--- src/rtl/priority_task_table_scheduler_core_macros.svh ---
// Assertion macros for the priority task table scheduler.
// Included by files that carry concurrent assertions; no other dependencies.
`ifndef PRIORITY_TASK_TABLE_SCHEDULER_CORE_MACROS_SVH
`define PRIORITY_TASK_TABLE_SCHEDULER_CORE_MACROS_SVH

// Property that must hold at every clock edge out of reset.
`define PTTS_ASSERT(name, clk, rst_n, prop, msg) \
  name: assert property (@(posedge clk) disable iff (!rst_n) (prop)) \
    else $error(msg);

// Condition in one cycle implies a condition in the next.
`define PTTS_ASSERT_NEXT(name, clk, rst_n, pre, post, msg) \
  name: assert property (@(posedge clk) disable iff (!rst_n) (pre) |=> (post)) \
    else $error(msg);

`endif

--- src/rtl/ptts_pkg.sv ---
// Shared constants, codes and types of the priority task table scheduler.
// No dependencies.
package ptts_pkg;

  localparam int MAX_TASKS  = 8;
  localparam int PRIO_BITS  = 8;
  localparam int ENTRY_BITS = 32;

  localparam int SLOT_W   = (MAX_TASKS > 1) ? $clog2(MAX_TASKS) : 1;
  localparam int CNT_W    = $clog2(MAX_TASKS + 1);
  localparam int ACT_W    = 3;
  localparam int ID_W     = 3;
  localparam int STATUS_W = 3;

  // Request actions
  localparam logic [ACT_W-1:0] ACT_CREATE  = 3'd0;
  localparam logic [ACT_W-1:0] ACT_DELETE  = 3'd1;
  localparam logic [ACT_W-1:0] ACT_SUSPEND = 3'd2;
  localparam logic [ACT_W-1:0] ACT_RESUME  = 3'd3;
  localparam logic [ACT_W-1:0] ACT_PICK    = 3'd4;

  // Result status
  localparam logic [STATUS_W-1:0] STAT_OK       = 3'd0;
  localparam logic [STATUS_W-1:0] STAT_FULL     = 3'd1;
  localparam logic [STATUS_W-1:0] STAT_BAD_PRIO = 3'd2;
  localparam logic [STATUS_W-1:0] STAT_DUP_PRIO = 3'd3;
  localparam logic [STATUS_W-1:0] STAT_BAD_ID   = 3'd4;

  // Per-slot task state
  localparam logic [1:0] TS_READY     = 2'd0;
  localparam logic [1:0] TS_DELETED   = 2'd1;
  localparam logic [1:0] TS_SUSPENDED = 2'd2;

  typedef struct packed {
    logic [1:0]           state;
    logic [1:0]           saved;
    logic [PRIO_BITS-1:0] prio;
  } ctl_t;

  localparam int CTL_W = $bits(ctl_t);

  typedef struct packed {
    logic              we;
    logic [SLOT_W-1:0] waddr;
    ctl_t              wdata;
    logic [SLOT_W-1:0] raddr;
  } ctl_port_t;

  typedef struct packed {
    logic                  we;
    logic [SLOT_W-1:0]     waddr;
    logic [ENTRY_BITS-1:0] wdata;
    logic [SLOT_W-1:0]     raddr;
  } entry_port_t;

  typedef struct packed {
    logic [STATUS_W-1:0] status;
    logic [SLOT_W-1:0]   handle;
    logic                found;
    logic [SLOT_W-1:0]   best;
  } result_t;

endpackage

--- src/rtl/ptts_ram.sv ---
// Generic simple dual-port RAM: one write port, one registered read port.
// No dependencies.
module ptts_ram #(
  parameter int WIDTH = 8,
  parameter int DEPTH = 8
) (
  input  logic                                      clk_i,
  input  logic                                      we_i,
  input  logic [((DEPTH > 1) ? $clog2(DEPTH) : 1)-1:0] waddr_i,
  input  logic [WIDTH-1:0]                          wdata_i,
  input  logic [((DEPTH > 1) ? $clog2(DEPTH) : 1)-1:0] raddr_i,
  output logic [WIDTH-1:0]                          rdata_o
);

  logic [WIDTH-1:0] mem_q [DEPTH];
  logic [WIDTH-1:0] rdata_q;

  always_ff @(posedge clk_i) begin
    if (we_i) begin
      mem_q[waddr_i] <= wdata_i;
    end
    rdata_q <= mem_q[raddr_i];
  end

  assign rdata_o = rdata_q;

endmodule

--- src/rtl/ptts_walk.sv ---
// Request sequencer: walks the control RAM one slot a cycle, applies the
// action in place, checks for duplicate priority and tracks the best ready slot.
// Depends on ptts_pkg.
module ptts_walk (
  input  logic                          clk_i,
  input  logic                          rst_ni,
  input  logic                          in_valid_i,
  output logic                          in_ready_o,
  input  logic [ptts_pkg::ACT_W-1:0]    action_i,
  input  logic [ptts_pkg::ID_W-1:0]     task_id_i,
  input  logic [ptts_pkg::PRIO_BITS-1:0] priority_req_i,
  input  logic [ptts_pkg::ENTRY_BITS-1:0] entry_addr_i,
  input  ptts_pkg::ctl_t                ctl_rdata_i,
  output ptts_pkg::ctl_port_t           ctl_port_o,
  output ptts_pkg::entry_port_t         entry_port_o,
  output logic                          res_valid_o,
  input  logic                          res_take_i,
  output ptts_pkg::result_t             res_o
);

  import ptts_pkg::*;

  localparam logic [2:0] S_IDLE    = 3'd0;
  localparam logic [2:0] S_WALK    = 3'd1;
  localparam logic [2:0] S_COMMIT  = 3'd2;
  localparam logic [2:0] S_ENTRY   = 3'd3;
  localparam logic [2:0] S_CAPTURE = 3'd4;

  logic [2:0]            state_q, state_d;
  logic [CNT_W-1:0]      count_q, count_d;
  logic [ACT_W-1:0]      act_q, act_d;
  logic [ID_W-1:0]       id_q, id_d;
  logic [PRIO_BITS-1:0]  prio_q, prio_d;
  logic [ENTRY_BITS-1:0] entry_q, entry_d;
  logic [SLOT_W-1:0]     chk_q, chk_d;
  logic [STATUS_W-1:0]   status_q, status_d;
  logic                  dup_q, dup_d;
  logic                  found_q, found_d;
  logic [SLOT_W-1:0]     best_q, best_d;
  logic [PRIO_BITS-1:0]  best_prio_q, best_prio_d;
  logic [SLOT_W-1:0]     handle_q, handle_d;

  ctl_t  upd;
  logic  hit;
  logic  modify;

  assign in_ready_o  = (state_q == S_IDLE);
  assign res_valid_o = (state_q == S_CAPTURE);
  assign modify      = (act_q == ACT_DELETE) || (act_q == ACT_SUSPEND) ||
                       (act_q == ACT_RESUME);

  always_comb begin
    state_d     = state_q;
    count_d     = count_q;
    act_d       = act_q;
    id_d        = id_q;
    prio_d      = prio_q;
    entry_d     = entry_q;
    chk_d       = chk_q;
    status_d    = status_q;
    dup_d       = dup_q;
    found_d     = found_q;
    best_d      = best_q;
    best_prio_d = best_prio_q;
    handle_d    = handle_q;

    ctl_port_o.we    = 1'b0;
    ctl_port_o.waddr = chk_q;
    ctl_port_o.wdata = ctl_rdata_i;
    ctl_port_o.raddr = '0;

    entry_port_o.we    = 1'b0;
    entry_port_o.waddr = count_q[SLOT_W-1:0];
    entry_port_o.wdata = entry_q;
    entry_port_o.raddr = best_q;

    upd = ctl_rdata_i;
    hit = 1'b0;

    case (state_q)
      S_IDLE: begin
        if (in_valid_i) begin
          act_d       = action_i;
          id_d        = task_id_i;
          prio_d      = priority_req_i;
          entry_d     = entry_addr_i;
          chk_d       = '0;
          dup_d       = 1'b0;
          found_d     = 1'b0;
          best_d      = '0;
          best_prio_d = '0;
          handle_d    = '0;
          status_d    = STAT_OK;
          if (action_i == ACT_CREATE) begin
            if (count_q == CNT_W'(MAX_TASKS)) begin
              status_d = STAT_FULL;
            end else if (priority_req_i == '0) begin
              status_d = STAT_BAD_PRIO;
            end
          end else if (action_i inside {ACT_DELETE, ACT_SUSPEND, ACT_RESUME}) begin
            if (CNT_W'(task_id_i) >= count_q) begin
              status_d = STAT_BAD_ID;
            end
          end
          state_d = (count_q == '0) ? S_COMMIT : S_WALK;
        end
      end

      S_WALK: begin
        // read data belongs to slot chk_q; fetch the next one
        ctl_port_o.raddr = SLOT_W'(chk_q + 1'b1);
        hit = (status_q == STAT_OK) && modify && (chk_q == SLOT_W'(id_q));
        case (act_q)
          ACT_DELETE: begin
            upd.state = TS_DELETED;
          end
          ACT_SUSPEND: begin
            upd.saved = ctl_rdata_i.state;
            upd.state = TS_SUSPENDED;
          end
          ACT_RESUME: begin
            upd.state = ctl_rdata_i.saved;
          end
          default: begin
            upd = ctl_rdata_i;
          end
        endcase
        if (!hit) begin
          upd = ctl_rdata_i;
        end
        ctl_port_o.we    = hit;
        ctl_port_o.waddr = chk_q;
        ctl_port_o.wdata = upd;

        if ((act_q == ACT_CREATE) && (ctl_rdata_i.prio == prio_q)) begin
          dup_d = 1'b1;
        end
        if ((upd.state == TS_READY) && (upd.prio > best_prio_q)) begin
          best_prio_d = upd.prio;
          best_d      = chk_q;
          found_d     = 1'b1;
        end
        if (CNT_W'(chk_q) == CNT_W'(count_q - 1'b1)) begin
          state_d = S_COMMIT;
        end else begin
          chk_d = SLOT_W'(chk_q + 1'b1);
        end
      end

      S_COMMIT: begin
        if ((act_q == ACT_CREATE) && (status_q == STAT_OK)) begin
          if (dup_q) begin
            status_d = STAT_DUP_PRIO;
          end else begin
            ctl_port_o.we          = 1'b1;
            ctl_port_o.waddr       = count_q[SLOT_W-1:0];
            ctl_port_o.wdata.state = TS_READY;
            ctl_port_o.wdata.saved = TS_READY;
            ctl_port_o.wdata.prio  = prio_q;
            entry_port_o.we        = 1'b1;
            handle_d               = count_q[SLOT_W-1:0];
            count_d                = CNT_W'(count_q + 1'b1);
            // new slot has the highest index, so it wins only on strictly higher priority
            if (prio_q > best_prio_q) begin
              best_d      = count_q[SLOT_W-1:0];
              best_prio_d = prio_q;
              found_d     = 1'b1;
            end
          end
        end
        state_d = S_ENTRY;
      end

      S_ENTRY: begin
        state_d = S_CAPTURE;
      end

      S_CAPTURE: begin
        if (res_take_i) begin
          state_d = S_IDLE;
        end
      end

      default: begin
        state_d = S_IDLE;
      end
    endcase
  end

  always_ff @(posedge clk_i or negedge rst_ni) begin
    if (!rst_ni) begin
      state_q <= S_IDLE;
      count_q <= '0;
    end else begin
      state_q <= state_d;
      count_q <= count_d;
    end
  end

  always_ff @(posedge clk_i) begin
    act_q       <= act_d;
    id_q        <= id_d;
    prio_q      <= prio_d;
    entry_q     <= entry_d;
    chk_q       <= chk_d;
    status_q    <= status_d;
    dup_q       <= dup_d;
    found_q     <= found_d;
    best_q      <= best_d;
    best_prio_q <= best_prio_d;
    handle_q    <= handle_d;
  end

  assign res_o.status = status_q;
  assign res_o.handle = handle_q;
  assign res_o.found  = found_q;
  assign res_o.best   = best_q;

endmodule

--- src/rtl/priority_task_table_scheduler_core.sv ---
// Priority task table scheduler: create, delete, suspend, resume, pick.
// Items are handled one at a time; the next is accepted once the result is taken.
// The walk goes through the control RAM read port one slot per cycle.
// Reset clears the task count and control; slot RAMs are not cleared.
`include "priority_task_table_scheduler_core_macros.svh"

module priority_task_table_scheduler_core (
  input  logic                            clk_i,
  input  logic                            rst_ni,
  input  logic                            in_valid_i,
  output logic                            in_ready_o,
  input  logic [ptts_pkg::ACT_W-1:0]      action_i,
  input  logic [ptts_pkg::ID_W-1:0]       task_id_i,
  input  logic [ptts_pkg::PRIO_BITS-1:0]  priority_req_i,
  input  logic [ptts_pkg::ENTRY_BITS-1:0] entry_addr_i,
  output logic                            out_valid_o,
  input  logic                            out_ready_i,
  output logic [ptts_pkg::STATUS_W-1:0]   status_o,
  output logic [ptts_pkg::ID_W-1:0]       new_handle_o,
  output logic                            run_valid_o,
  output logic [ptts_pkg::ID_W-1:0]       run_task_o,
  output logic [ptts_pkg::ENTRY_BITS-1:0] run_entry_o
);

  import ptts_pkg::*;

  ctl_port_t             ctl_port;
  entry_port_t           entry_port;
  ctl_t                  ctl_rdata;
  logic [ENTRY_BITS-1:0] entry_rdata;
  result_t               res;
  logic                  res_valid;
  logic                  res_take;

  logic                  out_valid_q;
  logic [STATUS_W-1:0]   status_q;
  logic [ID_W-1:0]       handle_q;
  logic                  run_valid_q;
  logic [ID_W-1:0]       run_task_q;
  logic [ENTRY_BITS-1:0] run_entry_q;

  ptts_ram #(
    .WIDTH (CTL_W),
    .DEPTH (MAX_TASKS)
  ) u_ctl_ram (
    .clk_i   (clk_i),
    .we_i    (ctl_port.we),
    .waddr_i (ctl_port.waddr),
    .wdata_i (ctl_port.wdata),
    .raddr_i (ctl_port.raddr),
    .rdata_o (ctl_rdata)
  );

  ptts_ram #(
    .WIDTH (ENTRY_BITS),
    .DEPTH (MAX_TASKS)
  ) u_entry_ram (
    .clk_i   (clk_i),
    .we_i    (entry_port.we),
    .waddr_i (entry_port.waddr),
    .wdata_i (entry_port.wdata),
    .raddr_i (entry_port.raddr),
    .rdata_o (entry_rdata)
  );

  ptts_walk u_walk (
    .clk_i          (clk_i),
    .rst_ni         (rst_ni),
    .in_valid_i     (in_valid_i),
    .in_ready_o     (in_ready_o),
    .action_i       (action_i),
    .task_id_i      (task_id_i),
    .priority_req_i (priority_req_i),
    .entry_addr_i   (entry_addr_i),
    .ctl_rdata_i    (ctl_rdata),
    .ctl_port_o     (ctl_port),
    .entry_port_o   (entry_port),
    .res_valid_o    (res_valid),
    .res_take_i     (res_take),
    .res_o          (res)
  );

  // load the output register when it is empty or being drained
  assign res_take = !out_valid_q || out_ready_i;

  always_ff @(posedge clk_i or negedge rst_ni) begin
    if (!rst_ni) begin
      out_valid_q <= 1'b0;
    end else if (res_valid && res_take) begin
      out_valid_q <= 1'b1;
    end else if (out_ready_i) begin
      out_valid_q <= 1'b0;
    end
  end

  always_ff @(posedge clk_i) begin
    if (res_valid && res_take) begin
      status_q    <= res.status;
      handle_q    <= ID_W'(res.handle);
      run_valid_q <= res.found;
      run_task_q  <= res.found ? ID_W'(res.best) : '0;
      run_entry_q <= res.found ? entry_rdata : '0;
    end
  end

  assign out_valid_o  = out_valid_q;
  assign status_o     = status_q;
  assign new_handle_o = handle_q;
  assign run_valid_o  = run_valid_q;
  assign run_task_o   = run_task_q;
  assign run_entry_o  = run_entry_q;

  `PTTS_ASSERT_NEXT(a_busy_after_accept, clk_i, rst_ni, in_valid_i && in_ready_o,
    !in_ready_o, "item accepted while previous item still in flight")
  `PTTS_ASSERT_NEXT(a_result_loaded, clk_i, rst_ni, res_valid && res_take,
    out_valid_o, "finished result not presented")
  `PTTS_ASSERT(a_handle_on_fail, clk_i, rst_ni,
    !(out_valid_o && (status_o != STAT_OK)) || (new_handle_o == '0),
    "nonzero handle on failed request")
  `PTTS_ASSERT(a_no_ready_task, clk_i, rst_ni,
    !(out_valid_o && !run_valid_o) || ((run_task_o == '0) && (run_entry_o == '0)),
    "run fields nonzero with no ready task")

endmodule

--- config.mk ---
export PLATFORM = sky130hd
export DESIGN_NAME = priority_task_table_scheduler_core
export DESIGN_NICKNAME = d
export VERILOG_FILES = /design/src/rtl/ptts_pkg.sv /design/src/rtl/ptts_ram.sv /design/src/rtl/ptts_walk.sv /design/src/rtl/priority_task_table_scheduler_core.sv
export VERILOG_INCLUDE_DIRS = /design/src /design/src/rtl
export SDC_FILE = /design/constraint.sdc
export NUM_CORES = 1
export LEC_CHECK = 0
export CAP_MARGIN = 20
export CELL_PAD_IN_SITES_DETAIL_PLACEMENT = 1
export CELL_PAD_IN_SITES_GLOBAL_PLACEMENT = 2
export CORE_MARGIN = 5
export CORE_UTILIZATION = 45
export CTS_CLUSTER_DIAMETER = 30
export DETAILED_ROUTE_END_ITERATION = 8
export DONT_BUFFER_PORTS = 1
export PLACE_DENSITY_LB_ADDON = 0.1
export SYNTH_ARGS = -nofsm -noshare
export SYNTH_HDL_FRONTEND = slang
export SYNTH_SLANG_ARGS = --single-unit
export TNS_END_PERCENT = 50
--- constraint.sdc ---
create_clock -name clk_i -period 4.97 [get_ports clk_i]
set_clock_uncertainty 0.05 [all_clocks]
set_input_delay 0.2485 -clock clk_i [delete_from_list [all_inputs] [get_ports clk_i]]
set_output_delay 0.2485 -clock clk_i [all_outputs]
set_load 0.01 [all_outputs]
==> impl_metrics.env <==
export IMPL_start_util_pct=45.3
export IMPL_crit_path_end_kind="flop"
export IMPL_async_flop_share_pct=1.56
export IMPL_drt_initial_drc_count=575
export IMPL_grtUsageTotal_pct=19.3
export IMPL_yosysTopAreaCellShare_pct=71.2
export IMPL_yosys_warnings=0
export IMPL_clkSinkCount=514
export IMPL_synthTopCellsByCount="462 x edfxtp_1, 71 x nand2_1, 64 x mux4_2"
export IMPL_dieArea_mm2=0.0476
export IMPL_p_leak_nw=8.17
export IMPL_critical_path_startpoint="u_walk.state_q[1]$_DFFE_PN0P_"
export IMPL_drv_slew=0
export IMPL_core_mm2=0.0430
export IMPL_fillers=3821
export IMPL_status="finished, final reports clean"
export IMPL_antenna_found_initial=0
export IMPL_drive_gt1_share_pct=26.1
export IMPL_overflow=0
export IMPL_portBuffers=0
export IMPL_r2r_start="u_walk.state_q[1]$_DFFE_PN0P_"
export IMPL_clk_path_buf_depth=3
export IMPL_tightest_slew_ns=1.05
export IMPL_period_needed_ns=3.83
export IMPL_syn_nets=1123
export IMPL_clk_pin_slew_ns=0.05
export IMPL_syn_avg_cell_area_um2=18.5
export IMPL_fmax_mhz=261
export IMPL_synth_seq_area_share_pct=76.7
export IMPL_row_count=76
export IMPL_yosysMostFrequentCell="edfxtp_1"
export IMPL_postCtsSetupBuffers=0
export IMPL_place_ws_ns=1.18
export IMPL_cts_buffers=103
export IMPL_startpoint_type="flop"
export IMPL_layout_setup_ws_ns=1.14
export IMPL_cp_required_ns=5.14
export IMPL_seqCellArea_mm2=0.0150
export IMPL_cts_tree="done"
export IMPL_ant_nets=0
export IMPL_antennaDiodeCount=0
export IMPL_synth_area_mm2=0.0195
export IMPL_grt_pass1_wl_um=68100
export IMPL_top_layer_used="met4"
export IMPL_synth_edf_count=462
export IMPL_critical_path_class="flop to flop"
export IMPL_routabilityCongestion=0.826
export IMPL_drt_drc_violations_left=0
export IMPL_wl_met1_um=19900
export IMPL_cts_root_buf="clkbuf_16"
export IMPL_wl_per_cell_um=24.4
export IMPL_syn_to_final_growth_pct=24.2
export IMPL_wl_met3_um=1920
export IMPL_peakVddDrop_v=0.000373
export IMPL_yosys_top_cells_area="edfxtp_1 71%, mux4_2 7.4%, dfxtp_1 4.5%, mux2_2 2.4%, ha_1 1.4%"
export IMPL_firstDrtPassIters=4
export IMPL_fp_dieW_um=218
export IMPL_rrSetupSlack_ns=1.14
export IMPL_yosys_area_top_type="edfxtp_1"
export IMPL_grt_pass1_vias=10680
export IMPL_hold_class="primary input to flop"
export IMPL_crit_end="u_ctl_ram.mem_q[2][3]$_DFFE_PP_"
export IMPL_drv_cap=0
export IMPL_ios=94
export IMPL_cts_resized=0
export IMPL_htreeDepth=3
export IMPL_rsz0062_at_grt="false"
export IMPL_hold_violations=0
export IMPL_ff2ff_path_depth=6
export IMPL_netlist_instances=1051
export IMPL_setup_tns_ns=0
export IMPL_via_per_inst=5.33
export IMPL_synthDistinctLibCells=57
export IMPL_ctsHoldBuffers=50
export IMPL_insertion_delay_ns=0.62
export IMPL_min_period_over_period_pct=77.0
export IMPL_slew_headroom_pct=29.7
export IMPL_path_max_fanout=26
export IMPL_dr_wl_met2_um=22400
export IMPL_dp_hpwl_um=26800
export IMPL_synth_flop_cell="edfxtp_1"
export IMPL_grt_max_degree=66
export IMPL_vias=9871
export IMPL_setup_viol=0
export IMPL_finalNetCount=1251
export IMPL_worstReg2RegEnd="u_ctl_ram.mem_q[2][3]$_DFFE_PP_"
export IMPL_drt_wl_total_um=45100
export IMPL_arrival_ns=4.00
export IMPL_multiInputGateArea_mm2=0.00429
export IMPL_die_h_um=218
export IMPL_powerDensity_mw_per_mm2=640
export IMPL_ys_ff_latch=514
## flip-flops by register name, summed over array words and instances (netlist names), 4 cells and up
register / count
u_entry_ram.rdata_o: 32
u_walk.count_q: 4
u_entry_ram.mem_q: 256
u_ctl_ram.mem_q: 96
run_entry_o: 32
u_walk.entry_q: 32
u_walk.best_prio_q: 8
u_walk.prio_q: 8
u_ctl_ram.rdata_o: 12
## cell type report
type,count,share of cell area [%]
inverter,22,0.341
clock inverter,72,2.89
tap,585,3.02
sequential,514,61.8
multi-input combinational,465,17.7
clock buffer,120,11.3
timing repair buffer,73,2.88
## worst max-delay path, stage by stage (launching register included)
cell	delay, ns
dfrtp_1	0.48
or3b_1	0.57
inv_2	0.32
nand2b_1	0.38
inv_2	0.49
a21boi_1	0.27
nor2_1	0.86
## placed cells by master (no fill, tap or decap), types with 18 or more instances in the layout
cell type      synthesis  final
clkinvlp_4             0     18
mux2_2                42     42
dlygate4sd3_1          0     50
a211oi_1              26     26
buf_4                  2     21
ha_1                  22     22
nor2_1                25     19
and2_1                36     36
clkbuf_16              0    105
dfxtp_1               44     44
nand2_1               71     71
nand3_1               29     29
mux4_2                64     64
edfxtp_1             462    462
## report_power, final
part / internal, mW / switching, mW / leakage [nW]
clock network: 4.45 / 2.20 / 1.64
logic: 1.25 / 1.64 / 1.87
registers: 5.52 / 0.439 / 4.66
total: 11.2 / 4.28 / 8.17
## worst min-delay path by stage
stage | from | end | slack [ns] | cells after the start
2_1_floorplan | rst_ni | out_valid_o$_DFFE_PN0P_ | -0.1 | 0
3_3_place_gp | rst_ni | u_walk.state_q[0]$_DFFE_PN0P_ | -0.1 | 0
3_5_place_dp | rst_ni | u_walk.state_q[1]$_DFFE_PN0P_ | -0.1 | 0
4_1_cts | priority_req_i[4] | u_walk.status_q[1]$_SDFFCE_PP1P_ | 0.03 | 2
5_1_grt | priority_req_i[4] | u_walk.status_q[1]$_SDFFCE_PP1P_ | 0.05 | 2
6_report | priority_req_i[4] | u_walk.status_q[1]$_SDFFCE_PP1P_ | 0.11 | 2
## cell families after synthesis
| group | after synthesis | synth area share, % |
|---|---|---|
| mux | 106 | 9.82 |
| xor+xnor | 18 | 0.809 |
| flops | 514 | 76.7 |
| simple gates | 217 | 5.84 |
| buf+inv | 72 | 1.58 |
| fa+ha+maj | 22 | 1.41 |
| compound gates | 102 | 3.81 |
## metal layers
metal  vias up  GRT usage [%]
li1       4444              -
met1      5122           26.0
met2       229           31.7
met3        76           4.59
met4         0           5.84
met5         -              0
## through the flow
step                      cells  instance area [µm²]  hold WS (ns)  total power [mW]  utilization [%]
after floorplan            1051                19500       -0.0971              7.93                -
after global placement     1605                20200       -0.0966              8.87             47.0
after detailed placement   1605                20200       -0.0966              8.92             47.0
after CTS                  1847                24200        0.0314              15.7             56.2
after global routing       1851                24200        0.0481              16.2             56.3
final                      1851                24200         0.112              15.5             56.3
No activity file was read; power rests on OpenSTA's default activity.
